### src/hdl/v2r_pkg.sv
// shared types, constants and elaboration-time helpers for the vector rotator
package v2r_pkg;

   localparam int ITERATIONS_DEF = 16;
   localparam int DATA_WIDTH_DEF = 32;

   localparam int VEC_W       = 32;
   localparam int ANG_W       = 20;
   localparam int ANG_IN_FRAC = 16;
   localparam int GAIN_FRAC   = 30;
   localparam int GUARD       = 8;
   localparam int XW          = VEC_W + GUARD + 2;
   localparam int PROD_W      = 2 * VEC_W;
   localparam int PROD_SHIFT  = GAIN_FRAC - GUARD;
   localparam int TABLE_LEN   = 32;

   localparam logic signed [63:0] PI_Q30      = 64'sd3373259426;
   localparam logic signed [63:0] HALF_PI_Q30 = 64'sd1686629713;
   localparam logic signed [63:0] TWO_PI_Q30  = 64'sd6746518852;

   localparam logic signed [VEC_W-1:0] OUT_MAX = 32'sh7FFF_FFFF;
   localparam logic signed [VEC_W-1:0] OUT_MIN = 32'sh8000_0000;

   localparam logic signed [63:0] ATAN_Q30 [TABLE_LEN] = '{
      64'sd843314857, 64'sd497837829, 64'sd263043837, 64'sd133525159,
      64'sd67021687,  64'sd33543516,  64'sd16775851,  64'sd8388437,
      64'sd4194283,   64'sd2097149,   64'sd1048576,   64'sd524288,
      64'sd262144,    64'sd131072,    64'sd65536,     64'sd32768,
      64'sd16384,     64'sd8192,      64'sd4096,      64'sd2048,
      64'sd1024,      64'sd512,       64'sd256,       64'sd128,
      64'sd64,        64'sd32,        64'sd16,        64'sd8,
      64'sd4,         64'sd2,         64'sd1,         64'sd0
   };

   typedef struct packed {
      logic signed [XW-1:0] x;
      logic signed [XW-1:0] y;
   } vec_type;

   // q30 constant to q.frac, arithmetic right shift when narrowing
   function automatic logic signed [63:0] rescale_q30(logic signed [63:0] v, int frac);
      logic signed [63:0] r;
      if (frac >= GAIN_FRAC) begin
         r = v <<< (frac - GAIN_FRAC);
      end else begin
         r = v >>> (GAIN_FRAC - frac);
      end
      return r;
   endfunction

   // gain compensation in q1.30: q60 product, integer root, rounded long division
   function automatic logic [63:0] gain_q30(int iters);
      logic [63:0] p;
      logic [63:0] n;
      logic [63:0] res;
      logic [63:0] bit_v;
      logic [63:0] s;
      logic [63:0] num;
      logic [63:0] rem;
      logic [63:0] quo;
      p = 64'd1 << 60;
      for (int i = 0; i < TABLE_LEN; i++) begin
         if (i < iters) begin
            p = p + (p >> (2 * i));
         end
      end
      n     = p;
      res   = '0;
      bit_v = 64'd1 << 62;
      for (int i = 0; i < 32; i++) begin
         if (bit_v > n) begin
            bit_v = bit_v >> 2;
         end
      end
      for (int i = 0; i < 32; i++) begin
         if (bit_v != 64'd0) begin
            if (n >= res + bit_v) begin
               n   = n - (res + bit_v);
               res = (res >> 1) + bit_v;
            end else begin
               res = res >> 1;
            end
            bit_v = bit_v >> 2;
         end
      end
      s   = (res == 64'd0) ? 64'd1 : res;
      num = (64'd1 << 60) + (s >> 1);
      rem = '0;
      quo = '0;
      for (int i = 63; i >= 0; i--) begin
         rem = {rem[62:0], num[i]};
         if (rem >= s) begin
            rem    = rem - s;
            quo[i] = 1'b1;
         end
      end
      return quo;
   endfunction

endpackage

### src/hdl/v2r_cell.sv
// one cordic micro-rotation cell with its stage register
module v2r_cell #(
   parameter int IDX        = 0,
   parameter int DATA_WIDTH = v2r_pkg::DATA_WIDTH_DEF
) (
   input  logic                         clock,
   input  logic                         reset,
   input  logic                         load,
   input  logic                         in_valid,
   input  v2r_pkg::vec_type             in_vec,
   input  logic signed [DATA_WIDTH+2:0] in_z,
   output logic                         out_valid,
   output v2r_pkg::vec_type             out_vec,
   output logic signed [DATA_WIDTH+2:0] out_z
);
   import v2r_pkg::*;

   localparam int ZW   = DATA_WIDTH + 3;
   localparam int FRAC = DATA_WIDTH - 2;
   localparam logic signed [ZW-1:0] ATAN_Z = ZW'(rescale_q30(ATAN_Q30[IDX], FRAC));

   logic signed [XW-1:0] dx;
   logic signed [XW-1:0] dy;

   logic          valid_ff;
   vec_type       vec_ff;
   vec_type       vec_in;
   logic signed [ZW-1:0] z_ff;
   logic signed [ZW-1:0] z_in;

   assign dx = $signed(in_vec.y) >>> IDX;
   assign dy = $signed(in_vec.x) >>> IDX;

   // zero residual counts as non-negative
   always_comb begin
      if (!in_z[ZW-1]) begin
         vec_in.x = in_vec.x - dx;
         vec_in.y = in_vec.y + dy;
         z_in     = in_z - ATAN_Z;
      end else begin
         vec_in.x = in_vec.x + dx;
         vec_in.y = in_vec.y - dy;
         z_in     = in_z + ATAN_Z;
      end
   end

   always_ff @(posedge clock) begin
      if (reset) begin
         valid_ff <= 1'b0;
      end else if (load) begin
         valid_ff <= in_valid;
      end
   end

   always_ff @(posedge clock) begin
      if (load) begin
         vec_ff <= vec_in;
         z_ff   <= z_in;
      end
   end

   assign out_valid = valid_ff;
   assign out_vec   = vec_ff;
   assign out_z     = z_ff;

endmodule

### config.mk
export PLATFORM = sky130hd
export DESIGN_NAME = v2r_cell
export DESIGN_NICKNAME = d
export VERILOG_FILES = /design/src/hdl/v2r_pkg.sv /design/src/hdl/v2r_cell.sv
export SDC_FILE = /design/constraint.sdc
export NUM_CORES = 1
export LEC_CHECK = 0
export BUFFER_PORTS_ARGS = -buffer_cell sky130_fd_sc_hd__buf_4
export CORE_MARGIN = 10
export CORE_UTILIZATION = 50
export CTS_BUF_LIST = sky130_fd_sc_hd__clkbuf_16
export DETAILED_ROUTE_END_ITERATION = 8
export GPL_TIMING_DRIVEN = 0
export PLACE_DENSITY = 0.73
export RECOVER_POWER = 50
export SLEW_MARGIN = 20
export SYNTH_ARGS = -nofsm -noshare
export SYNTH_HDL_FRONTEND = slang
export SYNTH_SLANG_ARGS = --single-unit
### constraint.sdc
create_clock -name clock -period 4.9 [get_ports clock]
set_input_delay 0.245 -clock clock [delete_from_list [all_inputs] [get_ports clock]]
set_output_delay 0.245 -clock clock [all_outputs]
set_load 0.05 [all_outputs]
==> results of run 1 <==
## logic make-up (layout without fill, tap and decap cells)
logic type                 count (synthesis)  after routing  synth area share, %
muxes                                     24             24                1.855
AOI/OAI and AO/OA                        557            557                26.62
DFF                                      119            119                27.37
buffers and inverters                    201            476                6.007
adders and majority gates                160            160                15.61
and+or+nand+nor                          406            406                15.20
xor gates and xnor gates                 109            109                7.334
## synthesized netlist by cell type (16+ instances only)
cell type / number / area [um2]
sky130_fd_sc_hd__clkbuf_1: 36 / 135.1
sky130_fd_sc_hd__nor2b_1: 23 / 143.9
sky130_fd_sc_hd__nand2_1: 81 / 304.0
sky130_fd_sc_hd__o211ai_1: 19 / 142.6
sky130_fd_sc_hd__a21oi_1: 190 / 950.9
sky130_fd_sc_hd__inv_1: 132 / 495.5
sky130_fd_sc_hd__nand3_1: 36 / 180.2
sky130_fd_sc_hd__nor2_1: 119 / 446.7
sky130_fd_sc_hd__nand4_1: 27 / 168.9
sky130_fd_sc_hd__nand2b_1: 19 / 118.9
sky130_fd_sc_hd__o21ai_0: 126 / 630.6
sky130_fd_sc_hd__mux2i_1: 23 / 230.2
sky130_fd_sc_hd__ha_1: 156 / 1952
sky130_fd_sc_hd__nor3_1: 38 / 190.2
sky130_fd_sc_hd__xor2_1: 20 / 175.2
sky130_fd_sc_hd__o21bai_1: 40 / 300.3
sky130_fd_sc_hd__xnor2_1: 89 / 779.5
sky130_fd_sc_hd__edfxtp_1: 118 / 3543
sky130_fd_sc_hd__o21a_1: 18 / 135.1
sky130_fd_sc_hd__buf_1: 16 / 60.06
sky130_fd_sc_hd__a21o_1: 33 / 247.7
## repair_timing
item,in CTS,in global routing
setup endpoints to repair,0,0
hold endpoints to repair,1,0
hold buffers,1,0
## metal layers
layer | part of all wire, % | track usage, %
met5 | 0 | 0
met1 | 40 | 35.68
met2 | 47 | 49.68
met3 | 9.4 | 6.414
met4 | 3.8 | 10.74
## through the flow
stage	total power, mW	hold WS [ns]	worst slack [ns]
CTS	5.058	0.05202	0.6248
finish	5.033	0.05080	0.4748
detailed placement	3.768	0.4067	0.1801
global route	5.222	0.06640	0.2494
floorplan	2.991	0.3174	1.419
global placement	3.747	0.4018	-0.5996
## worst min-delay path by stage
| stage | startpoint | endpoint | slack [ns] | cells past startpoint |
|---|---|---|---|---|
| floorplan | reset | out_valid | 0.32 | 1 |
| global placement | reset | out_valid | 0.40 | 2 |
| detailed placement | reset | out_valid | 0.41 | 2 |
| CTS | in_valid | out_valid | 0.05 | 3 |
| global route | in_valid | out_valid | 0.07 | 3 |
| finish | in_valid | out_valid | 0.05 | 3 |
## registers in the layout, indices dropped and copies added (netlist names)
name	count
out_valid	1
out_vec	83
out_z	35
## where the power goes
group          internal (mW)  switching (mW)  leakage (nW)
Clock                  0.749           0.554         0.279
Sequential              1.36          0.0495          1.16
Combinational          0.691            1.63          5.27
Total                   2.80            2.23          6.71
## layout make-up
| class | count | area (um2) | share of cell area, % |
|---|---|---|---|
| buffer | 67 | 280.3 | 1.792 |
| sequential | 119 | 3563 | 22.79 |
| inverter | 134 | 503.0 | 3.216 |
| timing repair buffer | 244 | 1630 | 10.42 |
| multi-input combinational | 1256 | 8672 | 55.45 |
| clock buffer | 17 | 425.4 | 2.720 |
| tap | 330 | 412.9 | 2.640 |
| clock inverter | 14 | 151.4 | 0.9681 |
## worst reg2reg max path, delay by kind of cell, from the launching register on
family	cells	cell delay [ns]
multiplexers	1	0.06
flip-flops	1	0.33
AND/OR/NAND/NOR	1	0.18
==> metrics.cfg, run 1 <==
[global_routing]
antenna_found_initial = 0
grt_overflow_total = 0
vias_in_the_first_global_route = 13310
grt_util_all_layers_pct = 29.31
first_pass_grt_wire_length_um = 76840
grt_start_max_net_pins = 120

[finish]
antennaDiodeCount = 0
fin_util_pct = 61.57
drive_gt1_share_pct = 13.88
layout_commonest_cell = sky130_fd_sc_hd__a21oi_1
final_cells = 2181
fin_area_um2 = 15640
mostFrequentLayoutCells = sky130_fd_sc_hd__a21oi_1, sky130_fd_sc_hd__buf_4, sky130_fd_sc_hd__ha_1
nNetsFinal = 2122
num-fill-cells = 2340
area_growth_syn_to_layout_pct = 20.14

[timing]
report.final.slew_viol_count = 120
timing.final.setup_violations = 0
hold_violations = 0
clock-skew-final_ns = 0
max_clk_rate_ghz = 0.2260
final.period_utilization_pct = 90.31
totalNegativeSetupSlack_ns = 0
worst-slew-pin-transition_ns = 3.133
fin_crit_ns = 4.425
unrepaired_setup_endpoints_after_global_routing = false
timing.slew.headroom_pct = -108.9

[logic_synthesis]
dominantRegCellSynth = sky130_fd_sc_hd__edfxtp_1
synthesis.area_um2 = 13020
post_synth_edffs = 118
netlist_instances = 1576
synth-seq-area-share_pct = 27.37
ys_warn_count = 0
syn_nets = 1859
yosys_register_bits = 119
yosysUniqueCellTypes = 73
asyncSetResetFlopFracSynth_pct = 0
synth_area_per_cell_um2 = 8.260

[critical_path]
crit_reg_reg_endpoint = out_valid
worstPathBufferInverterCount = 5
cells_along_the_critical_path = buf_4, clkbuf_1, inv_1, clkbuf_2, buf_16, ha_1, o21ai_0, o21ai_0, a41oi_1, a21boi_0, o211a_1, o21ai_0, a2111oi_0, nor3_1, xnor2_1
cp_startpoint_kind = primary input
crit_arrival_ns = 4.61
rr_startpoint = out_valid
crit_slowest_cell = sky130_fd_sc_hd__a2111oi_0
rr_worst_depth = 2
cp_slowest_stage_delay_ns = 0.68
end_kind = register
worst-path-max-fanout = 21
crit_end = out_z[31]
cpMostUsedCell = sky130_fd_sc_hd__o21ai_0
worstSetupPathDepth = 15
setup.worst_path.class = primary input to register
reg2reg_setup_slack_ns = 4.26
worst_ep_required_time_ns = 5.08
critPathLaunch = in_z[34]
path_delay_family = compound AO/OA/AOI/OAI gates

[place]
dp_hpwl_um = 40300
port_buffers = 242
finalWeightedCongestion = 1.001
placedInstanceArea_um2 = 15280
dp_cells = 2149

[clock_tree]
insertion_delay_to_the_later_sink_of_the_worst_skew_pair_ns = 0.44
clock_tree.root_cell = sky130_fd_sc_hd__clkbuf_16
clockBufferDepth = 2
h-tree-depth = 4
ctsResizeCount = 0
post_cts.repair.setup_buffers = 0
worst_setup_hold_path_clk_slew_ns = 0.07
tritoncts.num_buffers = 17
clock_sink_count = 119
cts_tree = built

[die]
core_area_um2 = 25400
ioPinCount = 243
floorplan.initialDensity_pct = 51.25
dieArea_um2 = 32890
die_x_um = 181.4
die_height_um = 181.4
row_count = 58

[worst_hold_path]
min-delay-path-class = primary input to register

[outcome]
failing_checks = capacitance limit, slew limit
status = finished with violations

[routing]
routed_wl_um = 50870
drcViolationCount = 0
dr.pass1.iters = 6
violation_count_after_the_first_detailed_route_iteration = 1573
post_drt_wl_per_cell_um = 23.33
ant_nets = 0
vias = 13700
routed_via_density = 6.279

[power]
ir_drop_v = 0.0002065
power_per_cell_area_nw_per_um2 = 321.9
p_leak_nw = 6.711

[job]
max_capacitance_violation_count = 1

No activity file was read; power rests on OpenSTA's default activity.
==> inputs of run 2 (changes only) <==
--- a/config.mk
+++ b/config.mk
@@ -5,13 +5,14 @@
 export SDC_FILE = /design/constraint.sdc
 export NUM_CORES = 1
 export LEC_CHECK = 0
+export ABC_AREA = 1
 export BUFFER_PORTS_ARGS = -buffer_cell sky130_fd_sc_hd__buf_4
 export CORE_MARGIN = 10
 export CORE_UTILIZATION = 50
 export CTS_BUF_LIST = sky130_fd_sc_hd__clkbuf_16
 export DETAILED_ROUTE_END_ITERATION = 8
 export GPL_TIMING_DRIVEN = 0
-export PLACE_DENSITY = 0.73
+export PLACE_DENSITY = 0.71
 export RECOVER_POWER = 50
 export SLEW_MARGIN = 20
 export SYNTH_ARGS = -nofsm -noshare
==> metrics.cfg, run 2 <==
[critical_path]
rr_worst_depth = 2  ; unchanged
worst_ep_required_time_ns = 5.11  ; +0.03 ns
path_delay_family = buffers and inverters
worstPathBufferInverterCount = 4  ; -1
crit_arrival_ns = 3.20  ; -1.41 ns
crit_slowest_cell = sky130_fd_sc_hd__ha_1
setup.worst_path.class = primary input to register
critPathLaunch = in_z[34]
cells_along_the_critical_path = buf_4, clkbuf_1, clkinv_1, buf_2, ha_1, nand2_1, o21ai_0, nand2_1, nand2_1, nand3_1, nand2_1, nand4_1, nand3_1, nand2_1
cp_startpoint_kind = primary input
crit_reg_reg_endpoint = out_valid
end_kind = register
reg2reg_setup_slack_ns = 4.22  ; -0.04 ns
rr_startpoint = out_valid
cpMostUsedCell = sky130_fd_sc_hd__nand2_1
cp_slowest_stage_delay_ns = 0.52  ; -0.16 ns
worst-path-max-fanout = 28  ; +33%

[clock_tree]
h-tree-depth = 4  ; unchanged
cts-hold-fix-buffers = 1  ; unchanged
clock_sink_count = 119  ; unchanged
clock_tree.root_cell = sky130_fd_sc_hd__clkbuf_16
insertion_delay_to_the_later_sink_of_the_worst_skew_pair_ns = 0.45  ; about the same
tritoncts.num_buffers = 17  ; unchanged
ctsResizeCount = 0  ; unchanged
cts_tree = built
post_cts.repair.setup_buffers = 0  ; unchanged
worst_setup_hold_path_clk_slew_ns = 0.06  ; about the same
clockBufferDepth = 2  ; unchanged

[global_routing]
first_pass_grt_wire_length_um = 99490  ; +29%
grt_start_max_net_pins = 120  ; unchanged
antenna_found_initial = 0  ; unchanged
grt_overflow_total = 0  ; unchanged
vias_in_the_first_global_route = 17710  ; +33%
grt_util_all_layers_pct = 33.07  ; +3.8 points

[die]
dieArea_um2 = 40000  ; +22%
row_count = 65  ; +12%
die_x_um = 200.0  ; +10%
ioPinCount = 243  ; unchanged
die_height_um = 200.0  ; +10%
floorplan.initialDensity_pct = 50.94  ; -0.31 points
core_area_um2 = 31800  ; +25%

[place]
dp_hpwl_um = 55660  ; +38%
finalWeightedCongestion = 1.022  ; +2.0%
port_buffers = 242  ; unchanged

[logic_synthesis]
yosysUniqueCellTypes = 46  ; -37%
synthesis.area_um2 = 16200  ; +24%
netlist_instances = 2603  ; +65%
synth_area_per_cell_um2 = 6.223  ; -25%
post_synth_edffs = 118  ; unchanged
synth-compound-area-share_pct = 12.16  ; -14 points
synth.mux.area_fraction_pct = 0.06179  ; -1.8 points
synth_fa_ha_area_share_pct = 12.54  ; -3.1 points
combinational_family_with_the_most_area_after_synthesis = simple AND/OR/NAND/NOR gates
post-synth-top-count-cell = sky130_fd_sc_hd__nand2_1
xor_xnor_cell_area_share_of_the_yosys_netlist_pct = 2.811  ; -4.5 points
dominantRegCellSynth = sky130_fd_sc_hd__edfxtp_1
yosys_register_bits = 119  ; unchanged
asyncSetResetFlopFracSynth_pct = 0  ; unchanged
yosysTopAreaCellShare_pct = 21.87  ; -5.3 points
syn_nets = 2886  ; +55%
dominant_cell_type_by_area_after_synthesis = sky130_fd_sc_hd__edfxtp_1
ys_warn_count = 0  ; unchanged
synth-seq-area-share_pct = 22.00  ; -5.4 points
synth_top_cells_by_count = sky130_fd_sc_hd__nand2_1, sky130_fd_sc_hd__inv_1, sky130_fd_sc_hd__nand3_1
synth_area_leaders = sky130_fd_sc_hd__edfxtp_1, sky130_fd_sc_hd__nand2_1, sky130_fd_sc_hd__ha_1
synth_simple_gate_area_share_pct = 37.87  ; +23 points

[timing]
fin_crit_ns = 2.987  ; -1.438 ns
timing.slew.headroom_pct = -107.4  ; +1.5 points
max_clk_rate_ghz = 0.3348  ; +48%
timing.final.setup_violations = 0  ; unchanged
hold_violations = 0  ; unchanged
totalNegativeSetupSlack_ns = 0  ; unchanged
worst-slew-pin-transition_ns = 3.111  ; -0.02201 ns
unrepaired_setup_endpoints_after_global_routing = false
clock-skew-final_ns = 0  ; unchanged
report.final.slew_viol_count = 120  ; unchanged
final.period_utilization_pct = 60.95  ; -29 points

[job]
max_capacitance_violation_count = 1  ; unchanged

[routing]
routed_wl_um = 67470  ; +33%
detailroute.wirelength.met3_um = 7017  ; +46%
vias = 18240  ; +33%
post_drt_wl_per_cell_um = 20.36  ; -13%
wl_met1_um = 26790  ; +33%
dr.pass1.iters = 7  ; +1
wl_met2_um = 30090  ; +25%
drcViolationCount = 0  ; unchanged
violation_count_after_the_first_detailed_route_iteration = 1756  ; +12%
routed_via_density = 5.504  ; -12%
top_layer = met4
ant_nets = 0  ; unchanged

[finish]
ff_latch_area_um2 = 3563  ; unchanged
largest_register_ffs = 83  ; unchanged
layout_commonest_cell = sky130_fd_sc_hd__nand2_1
footprint_of_the_multi_input_gates_um2 = 10600  ; +22%
nNetsFinal = 3148  ; +48%
num-fill-cells = 3200  ; +37%
drive_gt1_share_pct = 14.14  ; +0.26 points
area_growth_syn_to_layout_pct = 17.17
antennaDiodeCount = 0  ; unchanged
mostFrequentLayoutCells = sky130_fd_sc_hd__nand2_1, sky130_fd_sc_hd__inv_1, sky130_fd_sc_hd__nand3_1

[power]
p_leak_nw = 10.06  ; +50%
power_per_cell_area_nw_per_um2 = 283.2  ; -12%
ir_drop_v = 0.0002582  ; +25%
totalPowerFinal_mw = 5.376  ; +6.8%
cell_internal_pwr_mw = 2.923  ; +4.5%
power.share.switching_pct = 45.62  ; +1.2 points
clkPwrFrac_pct = 26.3  ; +0.4 points
sequential_share_of_power_pct = 25.5  ; -2.5 points
gate_power_share_pct = 48.1  ; +2.0 points
netSwitchingPower_mw = 2.452  ; +9.7%

[worst_hold_path]
min_from = in_valid
min-delay-path-class = primary input to register
hold_path_depth = 3  ; unchanged
timing.hold.worst_endpoint = out_valid

[outcome]
status = finished with violations
failing_checks = capacitance limit, slew limit

## run 2: cell count changes after synthesis, moves of 46 or more
cell,before,now
sky130_fd_sc_hd__xnor2_1,89,3
sky130_fd_sc_hd__nand2_1,81,869
sky130_fd_sc_hd__inv_1,132,414
sky130_fd_sc_hd__nor2_1,119,191
sky130_fd_sc_hd__nand3_1,36,219
sky130_fd_sc_hd__nor2_2,0,46
## run 2: cell type report
class	instances	area share (%)
Multi-Input combinational cell	1991	55.86
Sequential cell	119	18.77
Inverter	435	8.603
Timing Repair Buffer	243	8.444
Tap cell	435	2.868
Clock buffer	17	2.241
Buffer	58	2.109
Clock inverter	15	1.101
## run 2: through the flow
step | cells | cell area, um2 | setup slack (ns) | utilization (%) | hold slack [ns]
after floorplan | 2603 | 16200 | 2.545 | - | 0.3174
after detailed placement | 3280 | 18560 | 1.593 | 58.38 | 0.4220
final | 3313 | 18980 | 1.913 | 59.69 | 0.04891
after CTS | 3313 | 19210 | 2.015 | 60.41 | 0.05853
after global placement | 3280 | 18560 | 1.682 | 58.37 | 0.4040
after global routing | 3313 | 18980 | 1.702 | 59.69 | 0.09235
## run 2: power groups by stage
stage | Sequential, mW | Combinational, mW | Clock, mW
3_5_place_dp | 1.39 | 2.58 | 0
4_1_cts | 1.37 | 2.59 | 1.42
2_1_floorplan | 1.90 | 1.21 | 0
3_3_place_gp | 1.39 | 2.55 | 0
6_report | 1.37 | 2.59 | 1.42
5_1_grt | 1.39 | 2.77 | 1.46
## run 2: how the worst max path moves through the flow
stage / slack [ns] / cells after the start / end
after floorplan: 2.55 / 13 / out_z[31]
after detailed placement: 1.59 / 14 / out_z[31]
after CTS: 2.01 / 14 / out_z[31]
after global placement: 1.68 / 14 / out_z[31]
after global routing: 1.70 / 14 / out_z[31]
final: 1.91 / 14 / out_z[31]
## run 2: worst reg2reg max path, stage by stage, from the launching register on
cell                      delay [ns]
sky130_fd_sc_hd__dfxtp_1        0.35
sky130_fd_sc_hd__mux2i_1        0.07
sky130_fd_sc_hd__nor2_1         0.19
## run 2: logic make-up after synthesis
| group | count (synthesis) |
|---|---|
| AND/OR/NAND/NOR | 1432 |
| XOR/XNOR | 52 |
| buffers and inverters | 493 |
| flip-flops | 119 |
| adder cells (fa/ha/maj) | 160 |
| multiplexers | 1 |
| AO/OA/AOI/OAI | 346 |
## run 2: routing by layer
| layer | GRT usage (%) | vias to the layer above |
|---|---|---|
| met1 | 40.36 | 8267 |
| met4 | 17.64 | 0 |
| met2 | 53.63 | 994 |
| met3 | 7.133 | 193 |
| met5 | 0 | - |
| li1 | - | 8782 |
